--- config.mk ---
export PLATFORM = sky130hd
export DESIGN_NAME = selective_repeat_receiver_top
export DESIGN_NICKNAME = d
export VERILOG_FILES = /design/src/hdl/srr_pkg.sv /design/src/hdl/srr_front.sv /design/src/hdl/srr_queue.sv /design/src/hdl/srr_back.sv /design/src/hdl/selective_repeat_receiver_top.sv
export SDC_FILE = /design/constraint.sdc
export NUM_CORES = 2
export LEC_CHECK = 0
export BUFFER_PORTS_ARGS = -buffer_cell sky130_fd_sc_hd__buf_2
export CAP_MARGIN = 5
export CORE_MARGIN = 2
export CORE_UTILIZATION = 25
export CTS_BUF_LIST = sky130_fd_sc_hd__clkbuf_16
export DETAILED_ROUTE_END_ITERATION = 10
export GPL_ROUTABILITY_DRIVEN = 0
export GPL_TIMING_DRIVEN = 1
export PLACE_DENSITY = 0.45
export SKIP_LAST_GASP = 1
export SLEW_MARGIN = 25
export SYNTH_ARGS = -nofsm -noshare
export SYNTH_HDL_FRONTEND = slang
export SYNTH_SLANG_ARGS = --single-unit
--- constraint.sdc ---
create_clock -name clk -period 39.2 [get_ports clk]
set_input_delay 7.84 -clock clk [delete_from_list [all_inputs] [get_ports clk]]
set_output_delay 7.84 -clock clk [all_outputs]
set_load 0.02 [all_outputs]
--- src/hdl/srr_pkg.sv ---
package srr_pkg;

  localparam int PAYLOAD_W = 160;
  localparam int SEQ_W = 20;
  localparam int SUM_W = 24;
  localparam int ACHK_W = 22;

  localparam logic [1:0] KIND_DELIVER = 2'd0;
  localparam logic [1:0] KIND_ACK = 2'd1;
  localparam logic [1:0] KIND_DROP = 2'd2;
  localparam logic [1:0] KIND_CORRUPT = 2'd3;

  localparam logic [ACHK_W-1:0] ACK_BYTE_SUM = 22'd207;

  typedef struct packed {
    logic [SEQ_W-1:0] seq;
    logic seq_ok;
    logic sum_ok;
    logic [PAYLOAD_W-1:0] payload;
  } pkt_t;

endpackage

--- src/hdl/srr_front.sv ---
module srr_front #(
  parameter int SEQ_LIMIT = 1024
) (
  input  logic clk,
  input  logic rst_n,
  input  logic in_valid,
  output logic in_ready,
  input  logic [19:0] in_seq_num,
  input  logic [19:0] in_ack_num,
  input  logic signed [22:0] in_check_value,
  input  logic [srr_pkg::PAYLOAD_W-1:0] in_payload,
  input  logic q_full,
  output logic q_push,
  output srr_pkg::pkt_t q_data
);
  import srr_pkg::*;

  localparam logic [SEQ_W:0] LIMIT_V = (SEQ_W+1)'(SEQ_LIMIT);

  logic f_valid_r;
  logic f_done_r;
  logic [1:0] f_grp_r;
  logic f_stop_r;
  logic signed [SUM_W-1:0] f_sum_r;
  logic [SEQ_W-1:0] f_seq_r;
  logic signed [22:0] f_chk_r;
  logic [PAYLOAD_W-1:0] f_pay_r;
  logic [39:0] grp;
  logic signed [SUM_W-1:0] f_sum_nxt;
  logic f_stop_nxt;

  assign q_push = f_valid_r && f_done_r && !q_full;
  assign in_ready = !f_valid_r || q_push;

  always_comb begin
    unique case (f_grp_r)
      2'd0: grp = f_pay_r[39:0];
      2'd1: grp = f_pay_r[79:40];
      2'd2: grp = f_pay_r[119:80];
      2'd3: grp = f_pay_r[159:120];
    endcase
  end

  always_comb begin
    logic [7:0] b;
    f_sum_nxt = f_sum_r;
    f_stop_nxt = f_stop_r;
    for (int i = 0; i < 5; i++) begin
      b = grp[i*8 +: 8];
      if (!f_stop_nxt) begin
        f_sum_nxt = f_sum_nxt + {{(SUM_W-8){b[7]}}, b};
        if (b == 8'd0) begin
          f_stop_nxt = 1'b1;
        end
      end
    end
  end

  always_comb begin
    q_data.seq = f_seq_r;
    q_data.seq_ok = {1'b0, f_seq_r} < LIMIT_V;
    q_data.sum_ok = f_sum_r == {f_chk_r[22], f_chk_r};
    q_data.payload = f_pay_r;
  end

  always_ff @(posedge clk) begin
    if (!rst_n) begin
      f_valid_r <= 1'b0;
      f_done_r <= 1'b0;
      f_grp_r <= '0;
    end else begin
      if (in_valid && in_ready) begin
        f_valid_r <= 1'b1;
        f_done_r <= 1'b0;
        f_grp_r <= '0;
        f_stop_r <= 1'b0;
        f_sum_r <= SUM_W'({4'd0, in_seq_num}) + SUM_W'({4'd0, in_ack_num});
        f_seq_r <= in_seq_num;
        f_chk_r <= in_check_value;
        f_pay_r <= in_payload;
      end else if (q_push) begin
        f_valid_r <= 1'b0;
      end else if (f_valid_r && !f_done_r) begin
        f_sum_r <= f_sum_nxt;
        f_stop_r <= f_stop_nxt;
        f_grp_r <= f_grp_r + 2'd1;
        if (f_grp_r == 2'd3) begin
          f_done_r <= 1'b1;
        end
      end
    end
  end

endmodule

--- src/hdl/srr_queue.sv ---
module srr_queue (
  input  logic clk,
  input  logic rst_n,
  input  logic push,
  input  srr_pkg::pkt_t wr_data,
  input  logic pop,
  output srr_pkg::pkt_t rd_data,
  output logic full,
  output logic empty
);
  import srr_pkg::*;

  pkt_t q_mem_r [2];
  logic wr_ptr_r;
  logic rd_ptr_r;
  logic [1:0] cnt_r;

  assign full = cnt_r == 2'd2;
  assign empty = cnt_r == 2'd0;
  assign rd_data = q_mem_r[rd_ptr_r];

  always_ff @(posedge clk) begin
    if (!rst_n) begin
      wr_ptr_r <= 1'b0;
      rd_ptr_r <= 1'b0;
      cnt_r <= 2'd0;
    end else begin
      if (push) begin
        q_mem_r[wr_ptr_r] <= wr_data;
        wr_ptr_r <= !wr_ptr_r;
      end
      if (pop) begin
        rd_ptr_r <= !rd_ptr_r;
      end
      if (push && !pop) begin
        cnt_r <= cnt_r + 2'd1;
      end else if (pop && !push) begin
        cnt_r <= cnt_r - 2'd1;
      end
    end
  end

endmodule

--- src/hdl/srr_back.sv ---
module srr_back #(
  parameter int WINDOW = 8,
  parameter int SEQ_LIMIT = 1024
) (
  input  logic clk,
  input  logic rst_n,
  input  logic q_empty,
  input  srr_pkg::pkt_t q_head,
  output logic q_pop,
  output logic out_valid,
  input  logic out_ready,
  output logic [1:0] out_kind,
  output logic [19:0] out_seq,
  output logic [srr_pkg::ACHK_W-1:0] out_ack_check,
  output logic [srr_pkg::PAYLOAD_W-1:0] out_payload,
  output logic out_last
);
  import srr_pkg::*;

  localparam int EW = $clog2(SEQ_LIMIT + 1);
  localparam int SW = (WINDOW > 1) ? $clog2(WINDOW) : 1;
  localparam int SW1 = SW + 1;
  localparam int CW = SEQ_W + 2;
  localparam logic [CW-1:0] LIMIT_C = CW'(SEQ_LIMIT);
  localparam logic [CW-1:0] WIN_C = CW'(WINDOW);
  localparam logic [SW1-1:0] WIN_S = SW1'(WINDOW);
  localparam logic [SW-1:0] SLOT_LAST = SW'(WINDOW - 1);

  typedef enum logic [2:0] {
    S_IDLE,
    S_CHECK,
    S_READ,
    S_DLV,
    S_ACK
  } state_t;

  state_t state_r;
  pkt_t w_r;
  logic [EW-1:0] exp_r;
  logic [SW-1:0] slot_r;
  logic [WINDOW-1:0] flags_r;
  logic [PAYLOAD_W-1:0] store_mem [WINDOW];
  logic [PAYLOAD_W-1:0] rd_data_r;

  logic out_valid_r;
  logic [1:0] out_kind_r;
  logic [SEQ_W-1:0] out_seq_r;
  logic [ACHK_W-1:0] out_ack_check_r;
  logic [PAYLOAD_W-1:0] out_payload_r;
  logic out_last_r;

  logic can_load;
  logic res_load;
  logic [CW-1:0] seq_c;
  logic [CW-1:0] exp_c;
  logic drop;
  logic is_new;
  logic [SW1-1:0] slot_sum;
  logic [SW-1:0] new_slot;
  logic mem_we;
  logic mem_re;

  assign can_load = !out_valid_r || out_ready;
  assign res_load = can_load && ((state_r == S_DLV) || (state_r == S_ACK) ||
                    ((state_r == S_CHECK) && (drop || !w_r.sum_ok)));
  assign q_pop = (state_r == S_IDLE) && !q_empty;
  assign seq_c = CW'(w_r.seq);
  assign exp_c = CW'(exp_r);
  assign drop = (exp_c >= LIMIT_C) || !w_r.seq_ok || (seq_c >= exp_c + WIN_C);
  assign is_new = seq_c >= exp_c;
  assign slot_sum = SW1'(slot_r) + SW1'(seq_c - exp_c);
  assign new_slot = (slot_sum >= WIN_S) ? SW'(slot_sum - WIN_S) : SW'(slot_sum);
  assign mem_we = (state_r == S_CHECK) && !drop && w_r.sum_ok && is_new;
  assign mem_re = state_r == S_READ;

  always_ff @(posedge clk) begin
    if (mem_we) begin
      store_mem[new_slot] <= w_r.payload;
    end
    if (mem_re) begin
      rd_data_r <= store_mem[slot_r];
    end
  end

  always_ff @(posedge clk) begin
    if (!rst_n) begin
      state_r <= S_IDLE;
      out_valid_r <= 1'b0;
      exp_r <= '0;
      slot_r <= '0;
      flags_r <= '0;
    end else begin
      if (out_valid_r && out_ready && !res_load) begin
        out_valid_r <= 1'b0;
      end
      unique case (state_r)
        S_IDLE: begin
          if (!q_empty) begin
            w_r <= q_head;
            state_r <= S_CHECK;
          end
        end
        S_CHECK: begin
          priority if (drop || !w_r.sum_ok) begin
            if (can_load) begin
              out_valid_r <= 1'b1;
              out_kind_r <= drop ? KIND_DROP : KIND_CORRUPT;
              out_seq_r <= '0;
              out_ack_check_r <= '0;
              out_payload_r <= '0;
              out_last_r <= 1'b1;
              state_r <= S_IDLE;
            end
          end else if (is_new) begin
            flags_r[new_slot] <= 1'b1;
            state_r <= S_READ;
          end else begin
            state_r <= S_ACK;
          end
        end
        S_READ: begin
          state_r <= flags_r[slot_r] ? S_DLV : S_ACK;
        end
        S_DLV: begin
          if (can_load) begin
            out_valid_r <= 1'b1;
            out_kind_r <= KIND_DELIVER;
            out_seq_r <= SEQ_W'(exp_r);
            out_ack_check_r <= '0;
            out_payload_r <= rd_data_r;
            out_last_r <= 1'b0;
            flags_r[slot_r] <= 1'b0;
            exp_r <= exp_r + EW'(1);
            slot_r <= (slot_r == SLOT_LAST) ? '0 : slot_r + SW'(1);
            state_r <= S_READ;
          end
        end
        S_ACK: begin
          if (can_load) begin
            out_valid_r <= 1'b1;
            out_kind_r <= KIND_ACK;
            out_seq_r <= w_r.seq;
            out_ack_check_r <= {1'b0, w_r.seq, 1'b0} + ACK_BYTE_SUM;
            out_payload_r <= '0;
            out_last_r <= 1'b1;
            state_r <= S_IDLE;
          end
        end
        default: begin
          state_r <= S_IDLE;
        end
      endcase
    end
  end

  assign out_valid = out_valid_r;
  assign out_kind = out_kind_r;
  assign out_seq = out_seq_r;
  assign out_ack_check = out_ack_check_r;
  assign out_payload = out_payload_r;
  assign out_last = out_last_r;

endmodule

--- src/hdl/selective_repeat_receiver_top.sv ---
// Selective-repeat receiver. Each input item is one data packet: sequence, ack,
// carried checksum and a 20-byte payload split over three words. Each packet
// gives one or more result items, and the final one has out_last set. A bad
// packet gives a single drop or corrupt status. A good new packet is buffered
// and releases every in-order payload as deliver items, followed by an ACK.
// An old duplicate gives only an ACK.
// The front registers a packet and sums its payload five bytes per cycle, so it
// takes a new item only once it has pushed the last one, and hands the packet
// on through a two-entry queue; up to three packets may wait while the back
// works or the result channel stalls.
// For a new packet the back checks it, then reads and delivers each in-order
// payload in turn and sends the ACK; an old duplicate goes from the check to
// the ACK and a bad packet gives its status at the check. The payload store
// has one read port, so the payloads are read one at a time.
// A stalled result channel holds the pending result and pauses the back.
// Reset clears the expected sequence and all slot flags; the payload store
// is not cleared, since a slot's data is delivered only after it has been written.
module selective_repeat_receiver_top #(
  parameter int WINDOW = 8,
  parameter int SEQ_LIMIT = 1024
) (
  input  logic clk,
  input  logic rst_n,
  input  logic in_valid,
  output logic in_ready,
  input  logic [19:0] in_seq_num,
  input  logic [19:0] in_ack_num,
  input  logic signed [22:0] in_check_value,
  input  logic [63:0] in_payload_low,
  input  logic [63:0] in_payload_mid,
  input  logic [31:0] in_payload_high,
  output logic out_valid,
  input  logic out_ready,
  output logic [1:0] out_kind,
  output logic [19:0] out_seq,
  output logic [21:0] out_ack_check,
  output logic [63:0] out_low,
  output logic [63:0] out_mid,
  output logic [31:0] out_high,
  output logic out_last
);
  import srr_pkg::*;

  logic q_full;
  logic q_empty;
  logic q_push;
  logic q_pop;
  pkt_t q_wr;
  pkt_t q_head;
  logic [PAYLOAD_W-1:0] out_payload;

  srr_front #(
    .SEQ_LIMIT(SEQ_LIMIT)
  ) u_front (
    .clk(clk),
    .rst_n(rst_n),
    .in_valid(in_valid),
    .in_ready(in_ready),
    .in_seq_num(in_seq_num),
    .in_ack_num(in_ack_num),
    .in_check_value(in_check_value),
    .in_payload({in_payload_high, in_payload_mid, in_payload_low}),
    .q_full(q_full),
    .q_push(q_push),
    .q_data(q_wr)
  );

  srr_queue u_queue (
    .clk(clk),
    .rst_n(rst_n),
    .push(q_push),
    .wr_data(q_wr),
    .pop(q_pop),
    .rd_data(q_head),
    .full(q_full),
    .empty(q_empty)
  );

  srr_back #(
    .WINDOW(WINDOW),
    .SEQ_LIMIT(SEQ_LIMIT)
  ) u_back (
    .clk(clk),
    .rst_n(rst_n),
    .q_empty(q_empty),
    .q_head(q_head),
    .q_pop(q_pop),
    .out_valid(out_valid),
    .out_ready(out_ready),
    .out_kind(out_kind),
    .out_seq(out_seq),
    .out_ack_check(out_ack_check),
    .out_payload(out_payload),
    .out_last(out_last)
  );

  assign out_low = out_payload[63:0];
  assign out_mid = out_payload[127:64];
  assign out_high = out_payload[159:128];

  a_pop_nonempty: assert property (@(posedge clk) disable iff (!rst_n)
    q_pop |-> !q_empty)
    else $error("queue popped while empty");

  a_push_not_full: assert property (@(posedge clk) disable iff (!rst_n)
    q_push |-> !q_full)
    else $error("queue pushed while full");

  a_last_kind: assert property (@(posedge clk) disable iff (!rst_n)
    out_valid |-> (out_last == (out_kind != KIND_DELIVER)))
    else $error("last flag does not match result kind");

  a_check_only_ack: assert property (@(posedge clk) disable iff (!rst_n)
    (out_valid && out_kind != KIND_ACK) |-> (out_ack_check == '0))
    else $error("ack checksum set on a non-ACK result");

endmodule
After elaboration in Yosys (flattened, before gate mapping):

Memory sizes are Yosys's and may differ from the RTL's. A register that Yosys moved wholly into a read port is not among the register bits.
Cells that the tools add are included.

* memories kept: 2
* bits in latches: 0
* bits of input ports: 227
* register bits: 467
* bits in read-only memories: 0
* RAM bits: 1644

* multipliers: 0
* $add $sub $neg: 16
* bitwise logic cells: 6
* muxes and demuxes: 76
* magnitude comparators: 9
* equality and inequality tests: 18
* reduce and logical (&&, ||, !) cells: 62
* shifts and indexed selects: 0
* div/mod/pow operators: 0

Memories
* u_back.store_mem: words 8, width 160, read ports 1, clocked after Yosys merged registers in 1, write ports 1, line srr_back.sv:42 `logic [PAYLOAD_W-1:0] store_mem [WINDOW];`
* u_queue.q_mem_r: words 2, width 182, read ports 1, clocked after Yosys merged registers in 1, write ports 1, line srr_queue.sv:13 `pkt_t q_mem_r [2];`

Operator list (count)
* 160-bit two-way mux: 3
* 160-bit case mux with 3 select lines: 1
* 24-bit two-way mux: 8
* 40-bit case mux with 4 select lines: 1
* 24-bit adder: 5
* 20-bit two-way mux: 4
* 22-bit two-way mux: 3
* 22-bit case mux with 3 select lines: 1
* 20-bit case mux with 3 select lines: 1
* 8-bit zero test: 5
* 1-bit two-way mux: 29
* 24-bit == test: 1
* 3-bit two-way mux: 8
* 8-bit two-way mux: 3
* 21-bit by 8-bit adder with 22-bit output, second input constant: 1
* 20-bit by 20-bit adder with 21-bit output: 1
* 20-bit by 11-bit >= comparator with 1-bit output: 1
* 20-bit by 12-bit >= comparator with 1-bit output: 1
* 20-bit by 11-bit less-than comparator with 1-bit output, second input constant: 1
* 1-bit logical AND: 16
* 8-bit case mux with 2 select lines: 1
* 3-bit case mux with 5 select lines: 1
* 1-bit zero test: 13
* 11-bit by 4-bit adder with 12-bit output, second input constant: 1
* 38 further kinds: 77

Longest topological paths before layout:

* depth after elaboration: 15
* depth in mapped cells: 60
* depth with buffers taken out: 54

Cells and area by module:

A second synthesis with hierarchy kept.

* cells, all modules: 5519
* area, all modules: 95136.2 um^2

Modules (own cells, without submodules)
* srr_back: seq. area each 55383.1 um^2, area an instance 65102.4 um^2, instances 1, cells an instance 3329
* srr_front: seq. area each 6926.6 um^2, area an instance 16607.2 um^2, instances 1, cells an instance 1601
* srr_queue: seq. area each 11030.6 um^2, area an instance 13426.6 um^2, instances 1, cells an instance 589

Least setup slack after synthesis:

Ideal clock, no wire load.

* kind: input-to-reg
* from: input port rst_n
* to: memory u_queue.q_mem_r[0][0] (netlist bit), enable pin
* library setup time: 0.946 ns
* slack: 17.784 ns
* stages: 3
* data arrival time: 20.470 ns
* data required time: 38.254 ns
* path through: inv_1 > clkbuf_1 > nor3_1

* longest elaborated chain between the ends: 2

RTL lines
* start, declared: line selective_repeat_receiver_top.sv:23 `input logic rst_n,`
* 1-bit two-way mux: line srr_queue.sv:23 `if (!rst_n) begin`
* 1-bit two-way mux (not written as such): line srr_queue.sv:29 `q_mem_r[wr_ptr_r] <= wr_data;`
* end, declared: line srr_queue.sv:13

No other way between the ends.

Final worst setup path:

* from: register u_front.f_grp_r[0]
* to: register u_front.f_sum_r[23], data pin

* longest elaborated chain between the ends: 15

RTL lines
* start, declared: line srr_front.sv:22 `logic [1:0] f_grp_r;`
* start signal, assigned: line srr_front.sv:86 `f_grp_r <= f_grp_r + 2'd1;`
* 2-bit == test (tied with other cells): line srr_front.sv:36 `unique case (f_grp_r)`
* 40-bit case mux with 4 select lines (*): line srr_front.sv:36
* 24-bit adder / 8-bit zero test (equally long branches): line srr_front.sv:51, srr_front.sv:52
* 24-bit two-way mux / 1-bit two-way mux (equally long branches): line srr_front.sv:50, srr_front.sv:52
* 24-bit adder / 1-bit two-way mux (equally long branches): line srr_front.sv:51, srr_front.sv:50
* 24-bit two-way mux: line srr_front.sv:50 `if (!f_stop_nxt) begin`
* 24-bit adder: line srr_front.sv:51 `f_sum_nxt = f_sum_nxt + {{(SUM_W-8){b[7]}}, b};`
* 24-bit two-way mux: line srr_front.sv:50
* 24-bit adder: line srr_front.sv:51
* 24-bit two-way mux: line srr_front.sv:50
* 24-bit adder: line srr_front.sv:51
* 24-bit two-way mux (*): line srr_front.sv:50
* 24-bit two-way mux (*): line srr_front.sv:83 `end else if (f_valid_r && !f_done_r) begin`
* 24-bit two-way mux (*): line srr_front.sv:81 `end else if (q_push) begin`
* 24-bit two-way mux (*): line srr_front.sv:72 `if (in_valid && in_ready) begin`
* end signal, assigned: line srr_front.sv:77 `f_sum_r <= SUM_W'({4'd0, in_seq_num}) + SUM_W'({4'd0, in_ack_num});`
* end signal, assigned: line srr_front.sv:84 `f_sum_r <= f_sum_nxt;`
* end, declared: line srr_front.sv:24 `logic signed [SUM_W-1:0] f_sum_r;`

Mark *: on every way between the ends. The rest lies on a longest branch, timed or not. The select of a mux whose other input is x is not followed.
A chain may end at the register's enable or synchronous reset.

==> load_flow_metrics.sql <==
INSERT INTO impl_metrics (metric_group, metric, value, unit) VALUES
('sta', 'drv_slew', '0', ''),
('die', 'ios', '434', ''),
('routing', 'routed_wire_length_per_instance', '27.3', 'um'),
('global_routing', 'vias_in_the_first_global_route', '52055', ''),
('critical_path', 'cp.arrival', '12.94', 'ns'),
('critical_path', 'timing.critical_path.to_type', 'flop', ''),
('finish', 'layout-drive-gt1-share', '18.4', '%'),
('power', 'power.ir.vdd_worst', '0.0522', 'mV'),
('critical_path', 'worst_setup_path_start_kind', 'flop', ''),
('synth', 'mappedNetlistArea', '94400', 'um^2'),
('critical_path', 'critPathMaxFanout', '75', ''),
('sta', 'rsz_0062_raised_after_global_routing', 'no', ''),
('die', 'initial_utilization', '25.1', '%'),
('sta', 'worst_slew_pin_slew', '1.19', 'ns'),
('sta', 'setup-violations-final', '0', ''),
('sta', 'hold_violations', '0', ''),
('sta', 'final_min_period_over_clock_period', '31.2', '%'),
('critical_path', 'crit_top_cell', 'sky130_fd_sc_hd__a21oi_1', ''),
('clocking', 'clock_insertion_delay_worst_skew', '0.85', 'ns'),
('finish', 'post-route-util', '29.6', '%'),
('clocking', 'clk_pin_slew_worst_setup_hold_paths', '0.07', 'ns'),
('routing', 'detail_route.vias_per_cell', '4.68', ''),
('outcome', 'run_status', 'finished, final reports clean', ''),
('clocking', 'postCtsSetupBuffers', '0', ''),
('synth', 'yosysWarningCount', '0', ''),
('global_routing', 'grt_remaining_overflow', '0', ''),
('die', 'floorplan.die_area', '382000', 'um^2'),
('finish', 'layout.cells.most_common', 'sky130_fd_sc_hd__edfxtp_1', ''),
('clocking', 'numCtsBuffers', '273', ''),
('die', 'core-area', '376000', 'um^2'),
('critical_path', 'required', '39.90', 'ns'),
('synth', 'synthesis.nets', '5913', ''),
('global_routing', 'grt_pass1_wl', '422000', 'um'),
('sta', 'min_period', '12.24', 'ns'),
('synth', 'netlist_top_cells_area', 'sky130_fd_sc_hd__edfxtp_1 (77%), sky130_fd_sc_hd__a22oi_1 (5.2%), sky130_fd_sc_hd__mux2_2 (2.4%), sky130_fd_sc_hd__ha_1 (2.2%), sky130_fd_sc_hd__and3_1 (1.3%)', ''),
('synth', 'synthCells', '5513', ''),
('routing', 'routed_wirelength', '308000', 'um'),
('routing', 'detailroute.via_count', '52702', ''),
('finish', 'num-nets-final', '6471', ''),
('global_routing', 'grt_antenna_before_repair', '67', ''),
('synth', 'ys_seq_area_share', '77.7', '%'),
('synth', 'synth.lib_cells_used.distinct', '83', ''),
('routing', 'postRouteAntennaNets', '0', ''),
('finish', 'layout_common_cells', 'sky130_fd_sc_hd__edfxtp_1 (2419), sky130_fd_sc_hd__a22oi_1 (649), sky130_fd_sc_hd__buf_2 (433)', ''),
('sta', 'final.setup_skew', '0.0712', 'ns'),
('global_routing', 'grt_max_degree', '116', ''),
('sta', 'achievable-frequency', '81.7', 'MHz'),
('clocking', 'clock_tree.buffer_depth', '4', ''),
('synth', 'synth-edff-count', '2419', ''),
('placed_design', 'place.port_buffers', '433', ''),
('finish', 'areaGrowthSynthToFinish', '17.8', '%'),
('clocking', 'cts.repair.resized', '0', ''),
('global_routing', 'grt_usage', '15.6', '%'),
('flow_run', 'cap_violations', '0', ''),
('die', 'floorplan.die.width', '618', 'um'),
('die', 'die_height', '618', 'um'),
('critical_path', 'criticalPathCategory', 'reg -> reg', ''),
('clocking', 'postCtsHoldBufs', '0', ''),
('sta', 'max_slew_margin', '20.8', '%'),
('synth', 'post-synth-top-area-cell', 'sky130_fd_sc_hd__edfxtp_1', ''),
('die', 'fp-row-count', '225', ''),
('synth', 'synth-seq-cells', '2453', ''),
('critical_path', 'crit_path_top_delay_cell', 'sky130_fd_sc_hd__o41ai_1', ''),
('synth', 'synth_top_flop_cell', 'sky130_fd_sc_hd__edfxtp_1', ''),
('routing', 'drt_pass1_iterations', '6', ''),
('placed_design', 'dpl.hpwl', '201000', 'um'),
('power', 'cellPowerDensity', '63.6', 'nW/um^2'),
('synth', 'synth_top_area_share', '77.0', '%'),
('critical_path', 'max_stage_delay', '0.57', 'ns'),
('clocking', 'cts_root_buf', 'sky130_fd_sc_hd__clkbuf_16', ''),
('min_path', 'hp-class', 'reg -> reg', ''),
('routing', 'detail_route.drc_violations', '0', ''),
('power', 'power.static_leakage', '36.3', 'nW'),
('synth', 'postSynth.asyncResetShare', '0', '%'),
('synth', 'post_synth.cell_area_avg', '17.1', 'um^2'),
('clocking', 'clock_sink_count', '2453', ''),
('clocking', 'ctsHtreeMaxLevel', '5', ''),
('routing', 'first_iter_violations', '5070', ''),
('clocking', 'clock_tree_from_tritoncts', 'yes', ''),
('sta', 'final.setup.tns', '0', 'ns');
==> power by group <==
part	internal, mW	switching (mW)
logic	0.621	0.924
registers	3.01	0.125
clock network	1.36	1.02
==> registers in the layout (all words and copies together), names as in the netlist, 8 cells and up <==
register	count
u_back.exp_r	11
u_front.f_pay_r	160
u_back.seq_c	20
u_back.rd_data_r	160
u_front.f_sum_r	24
u_queue.q_mem_r	364
u_front.f_seq_r	20
u_back.w_r	162
u_back.out_ack_check	22
u_back.flags_r	8
u_back.out_payload	160
u_front.f_chk_r	23
u_back.store_mem	1280
u_back.out_seq	20
==> metrics by stage <==
| stage | setup WS [ns] | area, um^2 | power [mW] | hold WS (ns) | instances |
|---|---|---|---|---|---|
| 6_report | 26.96 | 111000 | 7.07 | 0.446 | 11264 |
| 5_1_grt | 26.08 | 111000 | 7.38 | 0.456 | 11255 |
| 4_1_cts | 26.88 | 111000 | 7.12 | 0.447 | 11252 |
| 3_5_place_dp | 26.90 | 103000 | 4.72 | 0.435 | 10789 |
| 3_3_place_gp | 26.99 | 103000 | 4.70 | 0.423 | 10789 |
| 2_1_floorplan | 17.78 | 94400 | 4.27 | 0.421 | 5513 |
==> per-layer routing <==
metal	GRT usage [%]	up-vias	wire, um
met5	0	-	77
met4	5.49	12	11300
met3	2.32	387	15700
met2	25.3	1706	145000
met1	21.1	27146	135000
li1	-	23451	-
==> cell type report <==
class,instances,area [um^2]
antenna,11,27.5
clock buffer,277,6930
clock inverter,186,1250
fill,37147,264000
inverter,91,342
multi-input combinational,2708,19900
sequential,2453,73300
tap,4994,6250
timing repair buffer,544,3130
==> cells in the mapped netlist (26+ instances only) <==
library cell and count:
sky130_fd_sc_hd__a211oi_1 31, sky130_fd_sc_hd__nor4_1 26, sky130_fd_sc_hd__nand2_1 159, sky130_fd_sc_hd__clkbuf_1 230
sky130_fd_sc_hd__o21ai_0 96, sky130_fd_sc_hd__a21o_1 51, sky130_fd_sc_hd__a222oi_1 37, sky130_fd_sc_hd__a21oi_1 174
sky130_fd_sc_hd__o21a_1 30, sky130_fd_sc_hd__nand3_1 36, sky130_fd_sc_hd__a22oi_1 649, sky130_fd_sc_hd__nor2_1 174
sky130_fd_sc_hd__nand4_1 174, sky130_fd_sc_hd__dfxtp_1 34, sky130_fd_sc_hd__inv_1 89, sky130_fd_sc_hd__and3_1 195
sky130_fd_sc_hd__xnor2_1 95, sky130_fd_sc_hd__xor2_1 62, sky130_fd_sc_hd__edfxtp_1 2419, sky130_fd_sc_hd__nor3_1 52
sky130_fd_sc_hd__mux2_2 199, sky130_fd_sc_hd__ha_1 165
==> worst paths after layout <==
kind / startpoint / end / slack, ns / cells past startpoint
worst max register to register: u_front.f_grp_r[0] / u_front.f_sum_r[23] / 26.96 / 53
worst max-delay path: u_front.f_grp_r[0] / u_front.f_sum_r[23] / 26.96 / 53
worst min register to register: u_front.f_pay_r[52] / u_queue.q_mem_r[1][52] / 0.45 / 0
worst min-delay path: u_front.f_pay_r[52] / u_queue.q_mem_r[1][52] / 0.45 / 0
==> cell families after synthesis <==
logic type      count (synthesis)  synth area share (%)
buf+inv                       352                  1.43
xor+xnor                      158                  1.48
fa+ha+maj                     177                  2.40
flops                        2453                  77.7
compound gates               1245                  9.35
simple gates                  916                  5.11
mux                           212                  2.52
==> critical path, delay by kind of cell (launching register included) <==
| family | cells | cell delay, ns |
|---|---|---|
| AOI/OAI and AO/OA | 18 | 4.27 |
| muxes | 1 | 0.21 |
| xor gates and xnor gates | 6 | 1.04 |
| DFF | 1 | 0.41 |
| buffers and inverters | 5 | 1.31 |
| adders and majority gates | 7 | 2.45 |
| and+or+nand+nor | 16 | 2.43 |
No activity file was read; power rests on OpenSTA's default activity.
